[src/rtl/core/linkage_code_table_unit_macros.svh]
// Assertion macros shared by the linkage code table RTL.
// Expects clk_i and rst_ni in the scope of the module that uses them.
`ifndef LINKAGE_CODE_TABLE_UNIT_MACROS_SVH
`define LINKAGE_CODE_TABLE_UNIT_MACROS_SVH

// Same-cycle implication, checked at every rising clock edge out of reset.
`define LCT_ASSERT_IMPL(label, ante, cons) \
  label: assert property (@(posedge clk_i) disable iff (!rst_ni) (ante) |-> (cons)) \
    else $error("linkage code table check failed");

// Next-cycle implication, checked at every rising clock edge out of reset.
`define LCT_ASSERT_NEXT(label, ante, cons) \
  label: assert property (@(posedge clk_i) disable iff (!rst_ni) (ante) |=> (cons)) \
    else $error("linkage code table check failed");

`endif

[src/rtl/core/lct_pkg.sv]
// Types and constants of the linkage code table.
// No dependencies; used by linkage_code_table_unit.
package lct_pkg;

  localparam int CODE_W   = 16;
  localparam int COUNT_W  = 6;
  localparam int LSN_W    = 12;
  localparam int STATUS_W = 3;
  localparam int SLOT_W   = 4;
  localparam int OCC_W    = 5;

  localparam logic [COUNT_W-1:0] AGE_LIMIT     = COUNT_W'(32);
  localparam logic [COUNT_W-1:0] REPLACE_BELOW = COUNT_W'(2);

  typedef enum logic [1:0] {
    KIND_OBSERVE = 2'd0,
    KIND_LINK    = 2'd1,
    KIND_ACTUATE = 2'd2
  } lct_kind_e;

  typedef enum logic [STATUS_W-1:0] {
    STATUS_HIT      = 3'd0,
    STATUS_INSERTED = 3'd1,
    STATUS_REPLACED = 3'd2,
    STATUS_MISS     = 3'd3,
    STATUS_ACTUATOR = 3'd4
  } lct_status_e;

  typedef enum logic [2:0] {
    ST_IDLE,
    ST_SCAN,
    ST_DECIDE,
    ST_AGE,
    ST_CLEAR
  } lct_state_e;

  typedef struct packed {
    logic [1:0]        kind;
    logic [CODE_W-1:0] program_code;
    logic              actuator_bit;
    logic              extended_bit;
    logic              international_bit;
    logic [LSN_W-1:0]  set_number;
  } lct_item_t;

  typedef struct packed {
    logic [STATUS_W-1:0] status;
    logic [SLOT_W-1:0]   slot;
    logic                general_actuator;
    logic [OCC_W-1:0]    occupied;
    logic                aged;
  } lct_result_t;

  // One table entry as it is kept in memory.
  typedef struct packed {
    logic [CODE_W-1:0]  code;
    logic [COUNT_W-1:0] count;
    logic               actuator;
    logic               extended;
    logic               international;
    logic [LSN_W-1:0]   set_number;
  } lct_entry_t;

endpackage

[src/rtl/core/linkage_code_table_unit.sv]
// Linkage code table: top level with the sequencer and one entry RAM.
// Depends on lct_pkg, lct_ram and linkage_code_table_unit_macros.svh.
//
// Usage. An item is transferred at a rising edge where start_i is high and busy_o
// is low. Kind 0 observes a programme code (hit, insert, replace or drop), kind 1
// stores linkage fields into the entry holding the code, kind 2 sets or clears the
// general actuator. Every item yields exactly one result, shown on result_o for
// one cycle with result_valid_o high; the receiver cannot stall it.
// Every item but an actuator set or an unused kind walks the entry RAM, one read
// per cycle through its single read port. An observation reads the entries in use
// and the slot after them if any, then writes at most one entry; when its hit
// pushes a count to 32, the table is halved and compacted in a second walk. A
// linkage item reads the entries in use (none on an empty table); clearing the
// actuators reads and rewrites every entry. busy_o falls in the cycle the result
// is shown, so the next item can be transferred then.
// Reset empties the table at once: per-entry written bits make never-written
// entries read as zero, so no clearing pass is needed.
module linkage_code_table_unit
  import lct_pkg::*;
#(
  parameter int TABLE_ENTRIES = 16
) (
  input  logic        clk_i,
  input  logic        rst_ni,
  input  logic        start_i,
  input  lct_item_t   item_i,
  output logic        busy_o,
  output logic        result_valid_o,
  output lct_result_t result_o
);

`include "linkage_code_table_unit_macros.svh"

  localparam int IDX_W   = $clog2(TABLE_ENTRIES);
  localparam int N_W     = $clog2(TABLE_ENTRIES + 1);
  localparam int ENTRY_W = $bits(lct_entry_t);
  localparam logic [N_W-1:0]   N_FULL   = N_W'(TABLE_ENTRIES);
  localparam logic [IDX_W-1:0] IDX_LAST = IDX_W'(TABLE_ENTRIES - 1);

  lct_state_e  state_q, state_d;
  lct_item_t   item_q, item_d;
  logic [N_W-1:0]   n_q, n_d;
  logic             flag_q, flag_d;
  logic [TABLE_ENTRIES-1:0] written_q;

  // Sweep control: read issue counter and the tag of the data coming back.
  logic [IDX_W-1:0] rd_idx_q, rd_idx_d;
  logic [IDX_W-1:0] last_q, last_d;
  logic             iss_q, iss_d;
  logic             rv_q, rv_d;
  logic [IDX_W-1:0] rtag_q, rtag_d;

  // Scan results.
  logic             found_q, found_d;
  logic [IDX_W-1:0] hit_idx_q, hit_idx_d;
  lct_entry_t       hit_ent_q, hit_ent_d;
  logic [IDX_W-1:0] min_idx_q, min_idx_d;
  lct_entry_t       min_ent_q, min_ent_d;
  lct_entry_t       free_ent_q, free_ent_d;
  logic             any_q, any_d;

  // Aging.
  logic [IDX_W-1:0] track_q, track_d;
  logic [N_W-1:0]   w_q, w_d;
  logic [IDX_W-1:0] moved_q, moved_d;

  logic        res_valid_q, res_valid_d;
  lct_result_t res_q, res_d;

  logic               ram_we;
  logic [IDX_W-1:0]   ram_waddr;
  lct_entry_t         ram_wdata;
  logic [ENTRY_W-1:0] ram_rdata;
  lct_entry_t         rd_ent;

  logic               data_last;
  logic               tag_in_use;
  logic [COUNT_W-1:0] hit_cnt_inc;
  logic [COUNT_W-1:0] half_cnt;
  logic               age_needed;

  logic               fin;
  lct_status_e        fin_status;
  logic [IDX_W-1:0]   fin_slot;
  logic               fin_aged;

  lct_ram #(
    .WIDTH(ENTRY_W),
    .DEPTH(TABLE_ENTRIES)
  ) u_ram (
    .clk_i  (clk_i),
    .we_i   (ram_we),
    .waddr_i(ram_waddr),
    .wdata_i(ram_wdata),
    .raddr_i(rd_idx_q),
    .rdata_o(ram_rdata)
  );

  // An entry that was never written holds its reset value of zero.
  assign rd_ent      = written_q[rtag_q] ? lct_entry_t'(ram_rdata) : '0;
  assign data_last   = rv_q && (rtag_q == last_q);
  assign tag_in_use  = N_W'(rtag_q) < n_q;
  assign hit_cnt_inc = hit_ent_q.count + 1'b1;
  assign half_cnt    = rd_ent.count >> 1;
  assign age_needed  = hit_cnt_inc >= AGE_LIMIT;

  // Next state.
  always_comb begin
    state_d = state_q;
    case (state_q)
      ST_IDLE: begin
        if (start_i) begin
          case (item_i.kind)
            KIND_OBSERVE: state_d = ST_SCAN;
            KIND_LINK:    state_d = (n_q != '0) ? ST_SCAN : ST_DECIDE;
            KIND_ACTUATE: state_d = item_i.actuator_bit ? ST_IDLE : ST_CLEAR;
            default:      state_d = ST_IDLE;
          endcase
        end
      end
      ST_SCAN: begin
        if (data_last) state_d = ST_DECIDE;
      end
      ST_DECIDE: begin
        if (item_q.kind == KIND_OBSERVE && found_q && age_needed) begin
          state_d = ST_AGE;
        end else begin
          state_d = ST_IDLE;
        end
      end
      ST_AGE: begin
        if (data_last) state_d = ST_IDLE;
      end
      ST_CLEAR: begin
        if (data_last) state_d = ST_IDLE;
      end
      default: state_d = ST_IDLE;
    endcase
  end

  // Datapath, memory port and result.
  always_comb begin
    item_d     = item_q;
    n_d        = n_q;
    flag_d     = flag_q;
    rd_idx_d   = rd_idx_q;
    last_d     = last_q;
    iss_d      = iss_q;
    rv_d       = iss_q;
    rtag_d     = rd_idx_q;
    found_d    = found_q;
    hit_idx_d  = hit_idx_q;
    hit_ent_d  = hit_ent_q;
    min_idx_d  = min_idx_q;
    min_ent_d  = min_ent_q;
    free_ent_d = free_ent_q;
    any_d      = any_q;
    track_d    = track_q;
    w_d        = w_q;
    moved_d    = moved_q;
    res_d      = res_q;
    ram_we     = 1'b0;
    ram_waddr  = '0;
    ram_wdata  = '0;
    fin        = 1'b0;
    fin_status = STATUS_MISS;
    fin_slot   = '0;
    fin_aged   = 1'b0;

    // One read is issued per cycle while a sweep runs.
    if (iss_q) begin
      if (rd_idx_q == last_q) begin
        iss_d = 1'b0;
      end else begin
        rd_idx_d = rd_idx_q + 1'b1;
      end
    end

    case (state_q)
      ST_IDLE: begin
        if (start_i) begin
          item_d   = item_i;
          found_d  = 1'b0;
          any_d    = 1'b0;
          rd_idx_d = '0;
          case (item_i.kind)
            KIND_OBSERVE: begin
              // Unless full, the slot after the last entry is read too, for its linkage fields.
              last_d = (n_q == N_FULL) ? IDX_LAST : n_q[IDX_W-1:0];
              iss_d  = 1'b1;
            end
            KIND_LINK: begin
              if (n_q != '0) begin
                last_d = IDX_W'(n_q - 1'b1);
                iss_d  = 1'b1;
              end
            end
            KIND_ACTUATE: begin
              flag_d = item_i.actuator_bit;
              if (item_i.actuator_bit) begin
                fin        = 1'b1;
                fin_status = STATUS_ACTUATOR;
              end else begin
                last_d = IDX_LAST;
                iss_d  = 1'b1;
              end
            end
            default: begin
              fin        = 1'b1;
              fin_status = STATUS_MISS;
            end
          endcase
        end
      end

      ST_SCAN: begin
        if (rv_q) begin
          if (tag_in_use) begin
            if (rd_ent.code == item_q.program_code && !found_q) begin
              found_d   = 1'b1;
              hit_idx_d = rtag_q;
              hit_ent_d = rd_ent;
            end else begin
              any_d = any_q | rd_ent.actuator;
            end
            // The first entry with the lowest count wins.
            if (rtag_q == '0 || rd_ent.count < min_ent_q.count) begin
              min_idx_d = rtag_q;
              min_ent_d = rd_ent;
            end
          end else begin
            free_ent_d = rd_ent;
          end
        end
      end

      ST_DECIDE: begin
        if (item_q.kind == KIND_OBSERVE) begin
          if (found_q) begin
            ram_we          = 1'b1;
            ram_waddr       = hit_idx_q;
            ram_wdata       = hit_ent_q;
            ram_wdata.count = hit_cnt_inc;
            if (age_needed) begin
              track_d  = hit_idx_q;
              w_d      = '0;
              moved_d  = '0;
              rd_idx_d = '0;
              last_d   = IDX_W'(n_q - 1'b1);
              iss_d    = 1'b1;
            end else begin
              fin        = 1'b1;
              fin_status = STATUS_HIT;
              fin_slot   = hit_idx_q;
            end
          end else if (n_q != N_FULL) begin
            ram_we          = 1'b1;
            ram_waddr       = n_q[IDX_W-1:0];
            ram_wdata       = free_ent_q;
            ram_wdata.code  = item_q.program_code;
            ram_wdata.count = COUNT_W'(1);
            n_d             = n_q + 1'b1;
            fin             = 1'b1;
            fin_status      = STATUS_INSERTED;
            fin_slot        = n_q[IDX_W-1:0];
          end else if (min_ent_q.count < REPLACE_BELOW) begin
            // The replaced entry keeps its linkage fields; its count goes up by one.
            ram_we          = 1'b1;
            ram_waddr       = min_idx_q;
            ram_wdata       = min_ent_q;
            ram_wdata.code  = item_q.program_code;
            ram_wdata.count = min_ent_q.count + 1'b1;
            fin             = 1'b1;
            fin_status      = STATUS_REPLACED;
            fin_slot        = min_idx_q;
          end else begin
            fin        = 1'b1;
            fin_status = STATUS_MISS;
          end
        end else if (found_q) begin
          ram_we                  = 1'b1;
          ram_waddr               = hit_idx_q;
          ram_wdata               = hit_ent_q;
          ram_wdata.actuator      = item_q.actuator_bit;
          ram_wdata.extended      = item_q.extended_bit;
          ram_wdata.international = item_q.international_bit;
          ram_wdata.set_number    = item_q.set_number;
          if (item_q.actuator_bit) begin
            flag_d = 1'b1;
          end else if (!any_q) begin
            flag_d = 1'b0;
          end
          fin        = 1'b1;
          fin_status = STATUS_HIT;
          fin_slot   = hit_idx_q;
        end else begin
          fin        = 1'b1;
          fin_status = STATUS_MISS;
        end
      end

      ST_AGE: begin
        // Writes trail reads, so the write address never passes the read address.
        if (rv_q) begin
          if (half_cnt != '0) begin
            ram_we          = 1'b1;
            ram_waddr       = w_q[IDX_W-1:0];
            ram_wdata       = rd_ent;
            ram_wdata.count = half_cnt;
            w_d             = w_q + 1'b1;
            if (rtag_q == track_q) moved_d = w_q[IDX_W-1:0];
          end
          if (data_last) begin
            n_d        = w_d;
            fin        = 1'b1;
            fin_status = STATUS_HIT;
            fin_slot   = moved_d;
            fin_aged   = 1'b1;
          end
        end
      end

      ST_CLEAR: begin
        if (rv_q) begin
          ram_we             = 1'b1;
          ram_waddr          = rtag_q;
          ram_wdata          = rd_ent;
          ram_wdata.actuator = 1'b0;
          if (data_last) begin
            fin        = 1'b1;
            fin_status = STATUS_ACTUATOR;
          end
        end
      end

      default: begin
        fin = 1'b0;
      end
    endcase

    res_valid_d = fin;
    if (fin) begin
      res_d.status           = fin_status;
      res_d.slot             = SLOT_W'(fin_slot);
      res_d.general_actuator = flag_d;
      res_d.occupied         = OCC_W'(n_d);
      res_d.aged             = fin_aged;
    end
  end

  always_ff @(posedge clk_i or negedge rst_ni) begin
    if (!rst_ni) begin
      state_q     <= ST_IDLE;
      n_q         <= '0;
      flag_q      <= 1'b0;
      written_q   <= '0;
      rd_idx_q    <= '0;
      last_q      <= '0;
      iss_q       <= 1'b0;
      rv_q        <= 1'b0;
      rtag_q      <= '0;
      found_q     <= 1'b0;
      any_q       <= 1'b0;
      res_valid_q <= 1'b0;
    end else begin
      state_q     <= state_d;
      n_q         <= n_d;
      flag_q      <= flag_d;
      rd_idx_q    <= rd_idx_d;
      last_q      <= last_d;
      iss_q       <= iss_d;
      rv_q        <= rv_d;
      rtag_q      <= rtag_d;
      found_q     <= found_d;
      any_q       <= any_d;
      res_valid_q <= res_valid_d;
      if (ram_we) begin
        written_q[ram_waddr] <= 1'b1;
      end
    end
  end

  always_ff @(posedge clk_i) begin
    item_q     <= item_d;
    hit_idx_q  <= hit_idx_d;
    hit_ent_q  <= hit_ent_d;
    min_idx_q  <= min_idx_d;
    min_ent_q  <= min_ent_d;
    free_ent_q <= free_ent_d;
    track_q    <= track_d;
    w_q        <= w_d;
    moved_q    <= moved_d;
    res_q      <= res_d;
  end

  assign busy_o         = (state_q != ST_IDLE);
  assign result_valid_o = res_valid_q;
  assign result_o       = res_q;

  `LCT_ASSERT_IMPL(a_occ_bound, 1'b1, n_q <= N_FULL)
  `LCT_ASSERT_IMPL(a_result_when_idle, res_valid_q, state_q == ST_IDLE)
  `LCT_ASSERT_NEXT(a_transfer_answered, start_i && !busy_o, busy_o || result_valid_o)
  `LCT_ASSERT_IMPL(a_no_idle_write, ram_we, state_q != ST_IDLE)
  `LCT_ASSERT_IMPL(a_compact_trails, (state_q == ST_AGE) && ram_we, ram_waddr <= rtag_q)

endmodule

[src/rtl/core/lct_ram.sv]
// Generic simple dual-port RAM: one write port, one read port with registered data.
// No dependencies.
module lct_ram #(
  parameter int WIDTH = 37,
  parameter int DEPTH = 16
) (
  input  logic                     clk_i,
  input  logic                     we_i,
  input  logic [$clog2(DEPTH)-1:0] waddr_i,
  input  logic [WIDTH-1:0]         wdata_i,
  input  logic [$clog2(DEPTH)-1:0] raddr_i,
  output logic [WIDTH-1:0]         rdata_o
);

  logic [WIDTH-1:0] mem_q [DEPTH];
  logic [WIDTH-1:0] rdata_q;

  always_ff @(posedge clk_i) begin
    if (we_i) begin
      mem_q[waddr_i] <= wdata_i;
    end
    rdata_q <= mem_q[raddr_i];
  end

  assign rdata_o = rdata_q;

endmodule

[config.mk]
export PLATFORM = sky130hd
export DESIGN_NAME = linkage_code_table_unit
export DESIGN_NICKNAME = d
export VERILOG_FILES = /design/src/rtl/core/lct_pkg.sv /design/src/rtl/core/linkage_code_table_unit.sv /design/src/rtl/core/lct_ram.sv
export VERILOG_INCLUDE_DIRS = /design/src /design/src/rtl/core
export SDC_FILE = /design/constraint.sdc
export NUM_CORES = 1
export LEC_CHECK = 0
export ABC_AREA = 1
export BUFFER_PORTS_ARGS = -buffer_cell sky130_fd_sc_hd__buf_2
export CAP_MARGIN = 0
export CORE_AREA = 2 2 238 240
export CTS_CLUSTER_DIAMETER = 100
export CTS_CLUSTER_SIZE = 30
export DETAILED_ROUTE_END_ITERATION = 8
export DIE_AREA = 0 0 240 242
export GPL_TIMING_DRIVEN = 0
export PLACE_DENSITY_LB_ADDON = 0.1
export SYNTH_ARGS = -nofsm -noshare
export SYNTH_HDL_FRONTEND = slang
export SYNTH_SLANG_ARGS = --single-unit
[constraint.sdc]
create_clock -name clk_i -period 7.1 [get_ports clk_i]
set_clock_uncertainty 0.2 [all_clocks]
set_input_delay 1.065 -clock clk_i [delete_from_list [all_inputs] [get_ports clk_i]]
set_output_delay 1.065 -clock clk_i [all_outputs]
set_load 0.01 [all_outputs]
==> results.yml, run 1 <==
hold_path:
  holdCritPathClass: "flip-flop to flip-flop"
timing:
  rsz0062_at_grt: "no"
  fin_tns_setup_ns: 0
  period_share: 0.6548
  hold_viol: 0
  setup_viol: 0
  slew_violations: 0
  period_minus_slack_ns: 4.649
  slew-limit-headroom: 0.1637
  tightest_slew_ns: 1.254
  fmax_mhz: 215.1
  setup_ws_ns: 2.451
place:
  dp_hpwl_mm: 46.71
  port_buffers: 37
  dp_slack_ns: 2.250
  routabilityCongestion: 0.9149
routing:
  avgRoutedWirePerCell_um: 25.68
  drt_iter0_markers: 1547
  viasPerCell: 5.387
  drt-pass1-iter-count: 5
  routed_wl_mm: 67.92
  final_antenna_net_count: 0
  drc_errors: 0
  vias: 14250
power_and_ir_drop:
  switchingPower_w: 0.003668
  clkPwrFrac: 0.191
  switching_share: 0.3944
  p_leak_nw: 8.934
  combPwrFrac: 0.366
  power.internal_w: 0.005633
  p_seq_frac: 0.443
  p_per_area_mw_per_mm2: 379.4
  peakVddDrop_uv: 228.0
run_status:
  status: "complete, no violations"
synth:
  synth.cell_area_mm2: 0.02194
  synth_edf_count: 453
  syn_area_per_cell_um2: 12.32
  ys_ff_latch: 518
  yosysMostFrequentCell: "edfxtp_1"
  ys.flop_type: "edfxtp_1"
  ys_top_cells_by_area: "edfxtp_1 62%, dfrtp_1 4.8%, mux2i_1 4.2%, inv_1 3.5%, o21ai_0 3.4%"
  synth_top_area_share: 0.6201
  ys_async_sr_fraction: 0.08108
  ys_types: 52
  yosys_warnings: 0
  yosys.area.top_type: "edfxtp_1"
  yosys-top-cells-count: "453 x edfxtp_1, 205 x inv_1, 194 x nand2_1"
  seq_area_frac_synth: 0.6890
  synth_nets: 1836
  postSynthCellCount: 1780
finish:
  area_growth_pct: 11.77
  insertedDiodeCount: 0
  fillers: 5200
  fin_util: 0.4399
  layout-drive-gt1-share: 0.09211
  regArea_mm2: 0.01511
  fin_nets: 1927
  multi_input_area_mm2: 0.005821
critical_path:
  worstPathRequired_ns: 7.21
  crit_path_end_kind: "flip-flop"
  crit_path_start_kind: "flip-flop"
  cp_max_fo: 13
  cp.arrival_ns: 4.76
  path_class: "flip-flop to flip-flop"
grt:
  gr-total-overflow: 0
  antenna_found_initial: 0
  grt_max_degree: 43
  grt_pass1_wl_mm: 97.97
  grt_util_all_layers: 0.2342
  grt_pass1_vias: 13880
clock_tree:
  path_clk_slew_ns: 0.12
  numCtsBuffers: 24
  cts_tree: "built"
  clock_latency_ns: 0.62
  cts_buffer_depth: 3
  ctsRootBufferMaster: "clkbuf_16"
  clock_sinks: 518
  ctsResizeCount: 0
  ctsHoldBuffers: 0
  post_cts_buffers: 0
  cts_max_level: 1
floorplanning:
  ios: 52
  start_util: 0.3936
  core_mm2: 0.05573
  rows: 87
  fp.dieW_um: 240
  die_h_um: 242
  die_area_mm2: 0.05808
flow_run:
  cap_violations: 0
## power groups by stage
stage                     Combinational, W  Clock, W  Sequential [W]
final                              0.00341   0.00177         0.00412
after global routing               0.00371   0.00190         0.00415
after CTS                          0.00336   0.00181         0.00412
after detailed placement           0.00335         0         0.00419
after global placement             0.00325         0         0.00420
after floorplan                    0.00202         0         0.00413
## placed cells by master, fill, tap and decap left out, types with 10 or more instances in the layout
cell / n
nor2_4: 17
clkbuf_16: 26
a22oi_1: 14
clkbuf_1: 64
ha_1: 20
xor2_1: 19
o211ai_1: 97
o21bai_1: 12
dfrtp_1: 42
buf_12: 10
o21ai_1: 20
a21oi_1: 123
o21ai_0: 139
buf_1: 11
inv_1: 204
buf_4: 11
nand3_1: 72
dfxtp_1: 23
mux2i_1: 92
nand2_1: 194
nor2_1: 75
buf_2: 46
inv_2: 11
edfxtp_1: 453
## flip-flops by register name (all words and copies together), names as in the netlist, 3 cells and up
signal	count
written_q	16
state_q	3
u_ram.rdata_o	23
w_q	5
moved_q	4
rd_idx_q	4
rtag_q	4
result_o	14
hit_ent_q	23
track_q	4
item_q	19
u_ram.mem_q	368
n_q	5
hit_idx_q	4
last_q	4
min_ent_q	7
min_idx_q	4
## final timing paths
check	end	cells after the start	slack (ns)	from
hold / removal	rtag_q[2]	0	0.19	rd_idx_q[2]
setup reg to reg	u_ram.mem_q[2][22]	18	2.45	rtag_q[3]
min in group asynchronous	result_valid_o	1	0.41	rst_ni
max in group asynchronous	n_q[2]	1	5.60	rst_ni
setup / recovery	u_ram.mem_q[2][22]	18	2.45	rtag_q[3]
hold reg to reg	rtag_q[2]	0	0.19	rd_idx_q[2]
## final cells by class
| class | instances | area share |
|---|---|---|
| Multi-Input combinational cell | 964 | 0.2374 |
| Clock buffer | 36 | 0.02888 |
| Tap cell | 756 | 0.03858 |
| Clock inverter | 8 | 0.005001 |
| Sequential cell | 518 | 0.6165 |
| Inverter | 218 | 0.03348 |
| Timing Repair Buffer | 65 | 0.02674 |
| Buffer | 80 | 0.01347 |
## critical path, stage by stage, from the launching register on
cell     delay (ns)
dfrtp_1        0.43
buf_2          0.21
nor2_2         0.20
nand2_1        0.09
nor2_1         0.11
nor2_1         0.06
nand2_1        0.07
nand2_2        0.16
nand2_1        0.25
inv_1          0.17
nor2_2         0.32
nand2_4        0.15
ha_1           0.22
nand2_1        0.07
o21ai_1        0.07
nor2_1         0.21
nand2_1        0.41
nor2_4         0.68
buf_16         0.24
## per-stage QoR
| stage | power [W] | instance area, um2 | std cells | hold WS, ns |
|---|---|---|---|---|
| global placement | 0.007455 | 23070 | 2573 | 0.1583 |
| CTS | 0.009289 | 24440 | 2643 | 0.1890 |
| global route | 0.009760 | 24520 | 2645 | 0.1949 |
| detailed placement | 0.007540 | 23610 | 2599 | 0.1628 |
| finish | 0.009301 | 24520 | 2645 | 0.1895 |
| floorplan | 0.006152 | 21940 | 1780 | 0.1519 |
## layer usage
metal | wire length, um | track usage
met1 | 29450 | 0.3248
met2 | 31720 | 0.3787
met3 | 3926 | 0.02837
met4 | 2818 | 0.08513
met5 | 0 | 0
## logic make-up after synthesis
logic type      count (synthesis)  share of synthesized area
buf+inv                       298                    0.05248
simple gates                  394                    0.07700
mux                            93                    0.04249
compound gates                436                     0.1192
flops                         518                     0.6890
fa+ha+maj                      20                    0.01141
xor+xnor                       21                   0.008385
Power figures use the tool's default switching activity.
==> inputs of run 2 (changes only) <==
==> constraint.sdc (replaced) <==
create_clock -name clk_i -period 4.7 [get_ports clk_i]
set_clock_uncertainty 0.2 [all_clocks]
set_input_delay 0.705 -clock clk_i [delete_from_list [all_inputs] [get_ports clk_i]]
set_output_delay 0.705 -clock clk_i [all_outputs]
set_load 0.01 [all_outputs]
==> run 2 against run 1 <==
Via count up 0.29%. Sequential cell count unchanged. Highest routed layer unchanged. Design area up 0.18%. Combinational power up 51%. Worst hold slack worse by 0.14 ns. Critical path depth unchanged. Largest power group unchanged. Core utilization up 0.081 points. Non-clock buffer count up 4. Largest cell class unchanged.
==> results.yml, run 2 (same netlist as run 1, synthesis figures left out) <==
place:
  routabilityCongestion: 0.9149
  port_buffers: 37
  dp_slack_ns: -0.1496
  dp_hpwl_mm: 46.71
finish:
  fin_nets: 1933
  layout-drive-gt1-share: 0.09710
  top_register: "u_ram.mem_q"
  largest_register_ffs: 368
  layout_commonest_cell: "edfxtp_1"
  layout_common_cells: "453 x edfxtp_1, 203 x inv_1, 194 x nand2_1"
  fin_util: 0.4407
  area_growth_pct: 11.98
critical_path:
  cp_max_fo: 18
  path_class: "flip-flop to flip-flop"
  startpoint: "rtag_q[3]"
  r2r-start: "rtag_q[3]"
  crit_path_start_kind: "flip-flop"
  crit_path_end_kind: "flip-flop"
  worstPathRequired_ns: 4.80
  cp.arrival_ns: 4.60
timing:
  period_share: 0.9586
  period_minus_slack_ns: 4.505
  setup_ws_ns: 0.1946
  slew_violations: 0
  tightest_slew_ns: 1.252
  hold_viol: 0
  slew-limit-headroom: 0.1652
  fmax_mhz: 222.0
  fin_tns_setup_ns: 0
  rsz0062_at_grt: "no"
  setup_viol: 0
routing:
  avgRoutedWirePerCell_um: 25.69
  drc_errors: 0
  topRoutingLayerUsed: "met4"
  wl_met2_mm: 31.85
  vias: 14290
  routed_wl_mm: 68.13
  final_antenna_net_count: 0
  wl_met1_mm: 29.38
  viasPerCell: 5.389
  drt-pass1-iter-count: 5
  drt_iter0_markers: 1437
  routed-wl-met3_mm: 4.090
clock_tree:
  cts_tree: "built"
  cts_buffer_depth: 3
  numCtsBuffers: 24
  clock_sinks: 518
  clock_latency_ns: 0.62
  ctsHoldBuffers: 0
  path_clk_slew_ns: 0.12
  ctsRootBufferMaster: "clkbuf_16"
  cts_max_level: 1
power_and_ir_drop:
  p_per_area_mw_per_mm2: 571.4
  clkPwrFrac: 0.190
  peakVddDrop_uv: 343.6
  p_leak_nw: 8.939
  combPwrFrac: 0.366
  switchingPower_w: 0.005548
  power.internal_w: 0.008488
  switching_share: 0.3952
  p_seq_frac: 0.444
  p_total_w: 0.01404
floorplanning:
  fp.dieW_um: 240
  core_mm2: 0.05573
  rows: 87
  die_h_um: 242
  die_area_mm2: 0.05808
  ios: 52
  start_util: 0.3936
hold_path:
  holdCritPathClass: "primary input to asynchronous set/reset pin"
grt:
  grt_pass1_wl_mm: 98.16
  grt_pass1_vias: 13890
  gr-total-overflow: 0
  antenna_found_initial: 0
  grt_max_degree: 43
  grt_util_all_layers: 0.2347
flow_run:
  cap_violations: 0
run_status:
  status: "complete, no violations"
==> run 2: path summary, 6_finish.rpt <==
path	to	slack, ns	cells after the start
min	result_valid_o	0.05	1
min reg2reg	rtag_q[2]	0.19	0
max reg2reg	u_ram.mem_q[14][25]	0.19	18
min in group clk_i	item_q[25]	0.07	1
max in group asynchronous	state_q[1]	3.56	1
max	u_ram.mem_q[14][25]	0.19	18
==> run 2: critical path: stages, from the launching register on <==
cell	delay, ns
dfrtp_1	0.43
buf_2	0.21
nor2_2	0.20
nand2_1	0.09
nor2_1	0.11
nor2_1	0.06
nand2_1	0.07
nand2_2	0.16
nand2_1	0.26
inv_1	0.18
nor2_2	0.34
nand2_4	0.15
ha_1	0.22
nand2_1	0.07
o21ai_1	0.07
nor2_1	0.21
nand2_1	0.39
nor2_4	0.49
buf_12	0.24
==> run 2: metal layers <==
layer | up-vias | global-route usage
met5 | - | 0
met1 | 7112 | 0.3258
met3 | 113 | 0.02792
li1 | 6559 | -
met4 | 0 | 0.08403
met2 | 507 | 0.3801
==> run 2: metrics by stage <==
stage | cells | cell area [um2] | hold WS (ns)
after CTS | 2644 | 24450 | 0.04573
after global routing | 2651 | 24560 | 0.04615
after floorplan | 1780 | 21940 | 0.1519
after global placement | 2573 | 23070 | 0.1583
final | 2652 | 24560 | 0.04878
after detailed placement | 2599 | 23610 | 0.1628
==> run 2: power by group through the flow <==
stage,clock [W],sequential (W),combinational [W]
2_1_floorplan,0,0.00625,0.00305
3_3_place_gp,0,0.00635,0.00491
3_5_place_dp,0,0.00633,0.00506
4_1_cts,0.00273,0.00623,0.00509
5_1_grt,0.00287,0.00627,0.00561
6_report,0.00267,0.00623,0.00514
==> run 2: what timing repair did <==
action,in CTS,in global routing
cloned,1,1
resized for setup,3,3
buffers inserted,0,6
pin swaps,0,2
endpoints found under the hold margin,0,0
endpoints found under the setup margin,46,125
==> run 2: area by class of cell <==
class | count | area (um2)
fillers | 5204 | 31170
flip-flops and latches | 518 | 15110
multi-input cells | 964 | 5826
well taps | 756 | 945.9
inverters | 218 | 828.3
clock buffers | 36 | 708.2
repair buffers | 69 | 670.6
plain buffers | 80 | 330.3
clock inverters | 8 | 122.6
repair inverters | 2 | 15.01
diodes | 1 | 2.502
==> inputs of run 3 (changes only) <==
--- a/config.mk
+++ b/config.mk
@@ -9,11 +9,11 @@
 export ABC_AREA = 1
 export BUFFER_PORTS_ARGS = -buffer_cell sky130_fd_sc_hd__buf_2
 export CAP_MARGIN = 0
-export CORE_AREA = 2 2 238 240
+export CORE_AREA = 2 2 294 296
 export CTS_CLUSTER_DIAMETER = 100
 export CTS_CLUSTER_SIZE = 30
 export DETAILED_ROUTE_END_ITERATION = 8
-export DIE_AREA = 0 0 240 242
+export DIE_AREA = 0 0 296 298
 export GPL_TIMING_DRIVEN = 0
 export PLACE_DENSITY_LB_ADDON = 0.1
 export SYNTH_ARGS = -nofsm -noshare
==> run 3 against run 2 <==
Final cell count rose by 16%. Power up 3.9%. Routed wire length increased by 10%. Count of clock-buffer cells in the layout decreased by 4. Die area rose by 52%. Clock power is 16% higher. Fmax grew 2.5%. Via count down 0.83%. Non-clock buffer count increased by 16. Largest cell class unchanged. Setup slack better by 0.11 ns.
==> results.yml, run 3 (same netlist as run 1, synthesis figures left out) <==
grt:
  grt_pass1_vias: 14150
  grt_max_degree: 43
  antenna_found_initial: 1
  grt_util_all_layers: 0.1687
  gr-total-overflow: 0
  grt_pass1_wl_mm: 106.7
critical_path:
  cp_max_fo: 23
  slowest_delay_ns: 0.65
  crit_path_start_kind: "flip-flop"
  cp.depth: 17
  cp.arrival_ns: 4.34
  path_class: "flip-flop to flip-flop"
  rr_worst_depth: 17
  path_cells: "buf_4 > nor2_2 > nand2_1 > nor2_1 > nor2_1 > nand2_1 > nand2_2 > inv_4 > nor2_2 > nor3_4 > nand2_4 > nand2_4 > nand2_2 > nor2_1 > nor2_1 > nand2_1 > clkinvlp_4"
  slowest_stage: "clkinvlp_4"
  critical_path_buf_inv_count: 3
  crit_family: "simple AND/OR/NAND/NOR gates"
  worstPathRequired_ns: 4.64
  critPathMostFrequentCell: "nor2_1"
  crit_path_end_kind: "flip-flop"
clock_tree:
  cts_max_level: 1
  clock_latency_ns: 0.64
  ctsRootBufferMaster: "clkbuf_16"
  cts_buffer_depth: 3
  cts_tree: "built"
  clock_sinks: 518
  numCtsBuffers: 29
  path_clk_slew_ns: 0.10
power_and_ir_drop:
  p_per_area_mw_per_mm2: 572.7
  peakVddDrop_uv: 366.9
  power.internal_w: 0.008695
  switchingPower_w: 0.005886
  p_seq_frac: 0.427
  switching_share: 0.4037
  p_leak_nw: 9.135
  combPwrFrac: 0.361
  clkPwrFrac: 0.212
place:
  dp_hpwl_mm: 51.83
  placedCellCount: 2988
  routabilityCongestion: 0.8509
  port_buffers: 37
timing:
  period_share: 0.9353
  hold_viol: 0
  period_minus_slack_ns: 4.396
  fmax_mhz: 227.5
  tightest_slew_ns: 1.410
  slew_violations: 0
  setup_viol: 0
  slew-limit-headroom: 0.06012
  rsz0062_at_grt: "no"
run_status:
  status: "complete, no violations"
floorplanning:
  fp.dieW_um: 296
  ios: 52
  core_mm2: 0.08488
  rows: 107
  die_h_um: 298
  die_area_mm2: 0.08821
  start_util: 0.2584
finish:
  layout-drive-gt1-share: 0.1073
  top_register: "u_ram.mem_q"
  area_growth_pct: 16.06
  largest_register_ffs: 368
  fillers: 8672
  layout_commonest_cell: "edfxtp_1"
  fin_util: 0.3000
  fin_nets: 1953
  stdcell_count: 3065
  layout_common_cells: "453 x edfxtp_1, 203 x inv_1, 193 x nand2_1"
routing:
  drc_errors: 0
  avgRoutedWirePerCell_um: 24.53
  vias: 14170
  routed_wl_mm: 75.18
  drt_iter0_markers: 1329
  viasPerCell: 4.624
  drt-pass1-iter-count: 5
  final_antenna_net_count: 0
flow_run:
  cap_violations: 0
hold_path:
  min_path_cells: 1
  holdCritPathClass: "primary input to flip-flop"
## run 3: cell count changes in the layout (fill, tap and decap cells not counted), moves of 3 or more
cell	before	now
buf_4	15	20
buf_6	5	2
clkbuf_1	64	58
clkbuf_16	26	29
clkinv_8	1	5
dlygate4sd3_1	0	10
inv_12	1	4
inv_8	0	4
## run 3: timing repair
action,in CTS,in global routing
gates cloned,0,1
pin swaps,1,6
resized for setup,5,3
setup endpoints to repair,124,113
endpoints found under the hold margin,10,0
hold buffers,10,0
buffers inserted,0,11
## run 3: power groups by stage
stage / combinational [W] / clock (W) / sequential (W)
2_1_floorplan: 0.00305 / 0 / 0.00625
3_3_place_gp: 0.00511 / 0 / 0.00635
3_5_place_dp: 0.00525 / 0 / 0.00633
4_1_cts: 0.00528 / 0.00320 / 0.00623
5_1_grt: 0.00576 / 0.00334 / 0.00627
6_report: 0.00526 / 0.00309 / 0.00622
## run 3: worst paths after layout
kind	startpoint	to	slack (ns)
max in group asynchronous	rst_ni	rtag_q[0]	3.45
worst max-delay path	rtag_q[2]	u_ram.mem_q[0][24]	0.30
worst min-delay path	item_i[21]	item_q[21]	0.07
worst max register to register	rtag_q[2]	u_ram.mem_q[0][24]	0.30
min in group asynchronous	rst_ni	result_valid_o	0.08
worst min register to register	iss_q	rv_q	0.19
## run 3: area by class of cell
cell class,count,area (um2),share of cell area
diodes,1,2.502,0.00009829
well taps,1144,1431,0.05622
repair inverters,1,7.507,0.0002949
clock buffers,32,747.0,0.02934
inverters,218,828.3,0.03253
clock inverters,22,292.8,0.01150
plain buffers,80,330.3,0.01297
repair buffers,85,869.6,0.03416
multi-input cells,964,5834,0.2292
flip-flops and latches,518,15120,0.5937
## run 3: metal layers
metal	global-route usage	routed length (um)	vias up
met5	0	0	-
met4	0.03728	1830	0
met3	0.01880	2864	71
met2	0.2753	34970	300
met1	0.2402	35510	7200
li1	-	-	6602
## run 3: through the flow
stage | hold WS, ns | setup WS, ns | TNS, ns | instance area (um2) | power, W
2_1_floorplan | 0.1519 | 0.9276 | 0 | 21940 | 0.009293
3_3_place_gp | 0.1580 | -2.016 | -619.39 | 23550 | 0.01147
3_5_place_dp | 0.1702 | -0.2321 | -18.14 | 24140 | 0.01158
4_1_cts | 0.03162 | 0.02709 | 0 | 25300 | 0.01470
5_1_grt | 0.04484 | 0.01118 | 0 | 25460 | 0.01538
6_report | 0.06747 | 0.3040 | 0 | 25460 | 0.01458
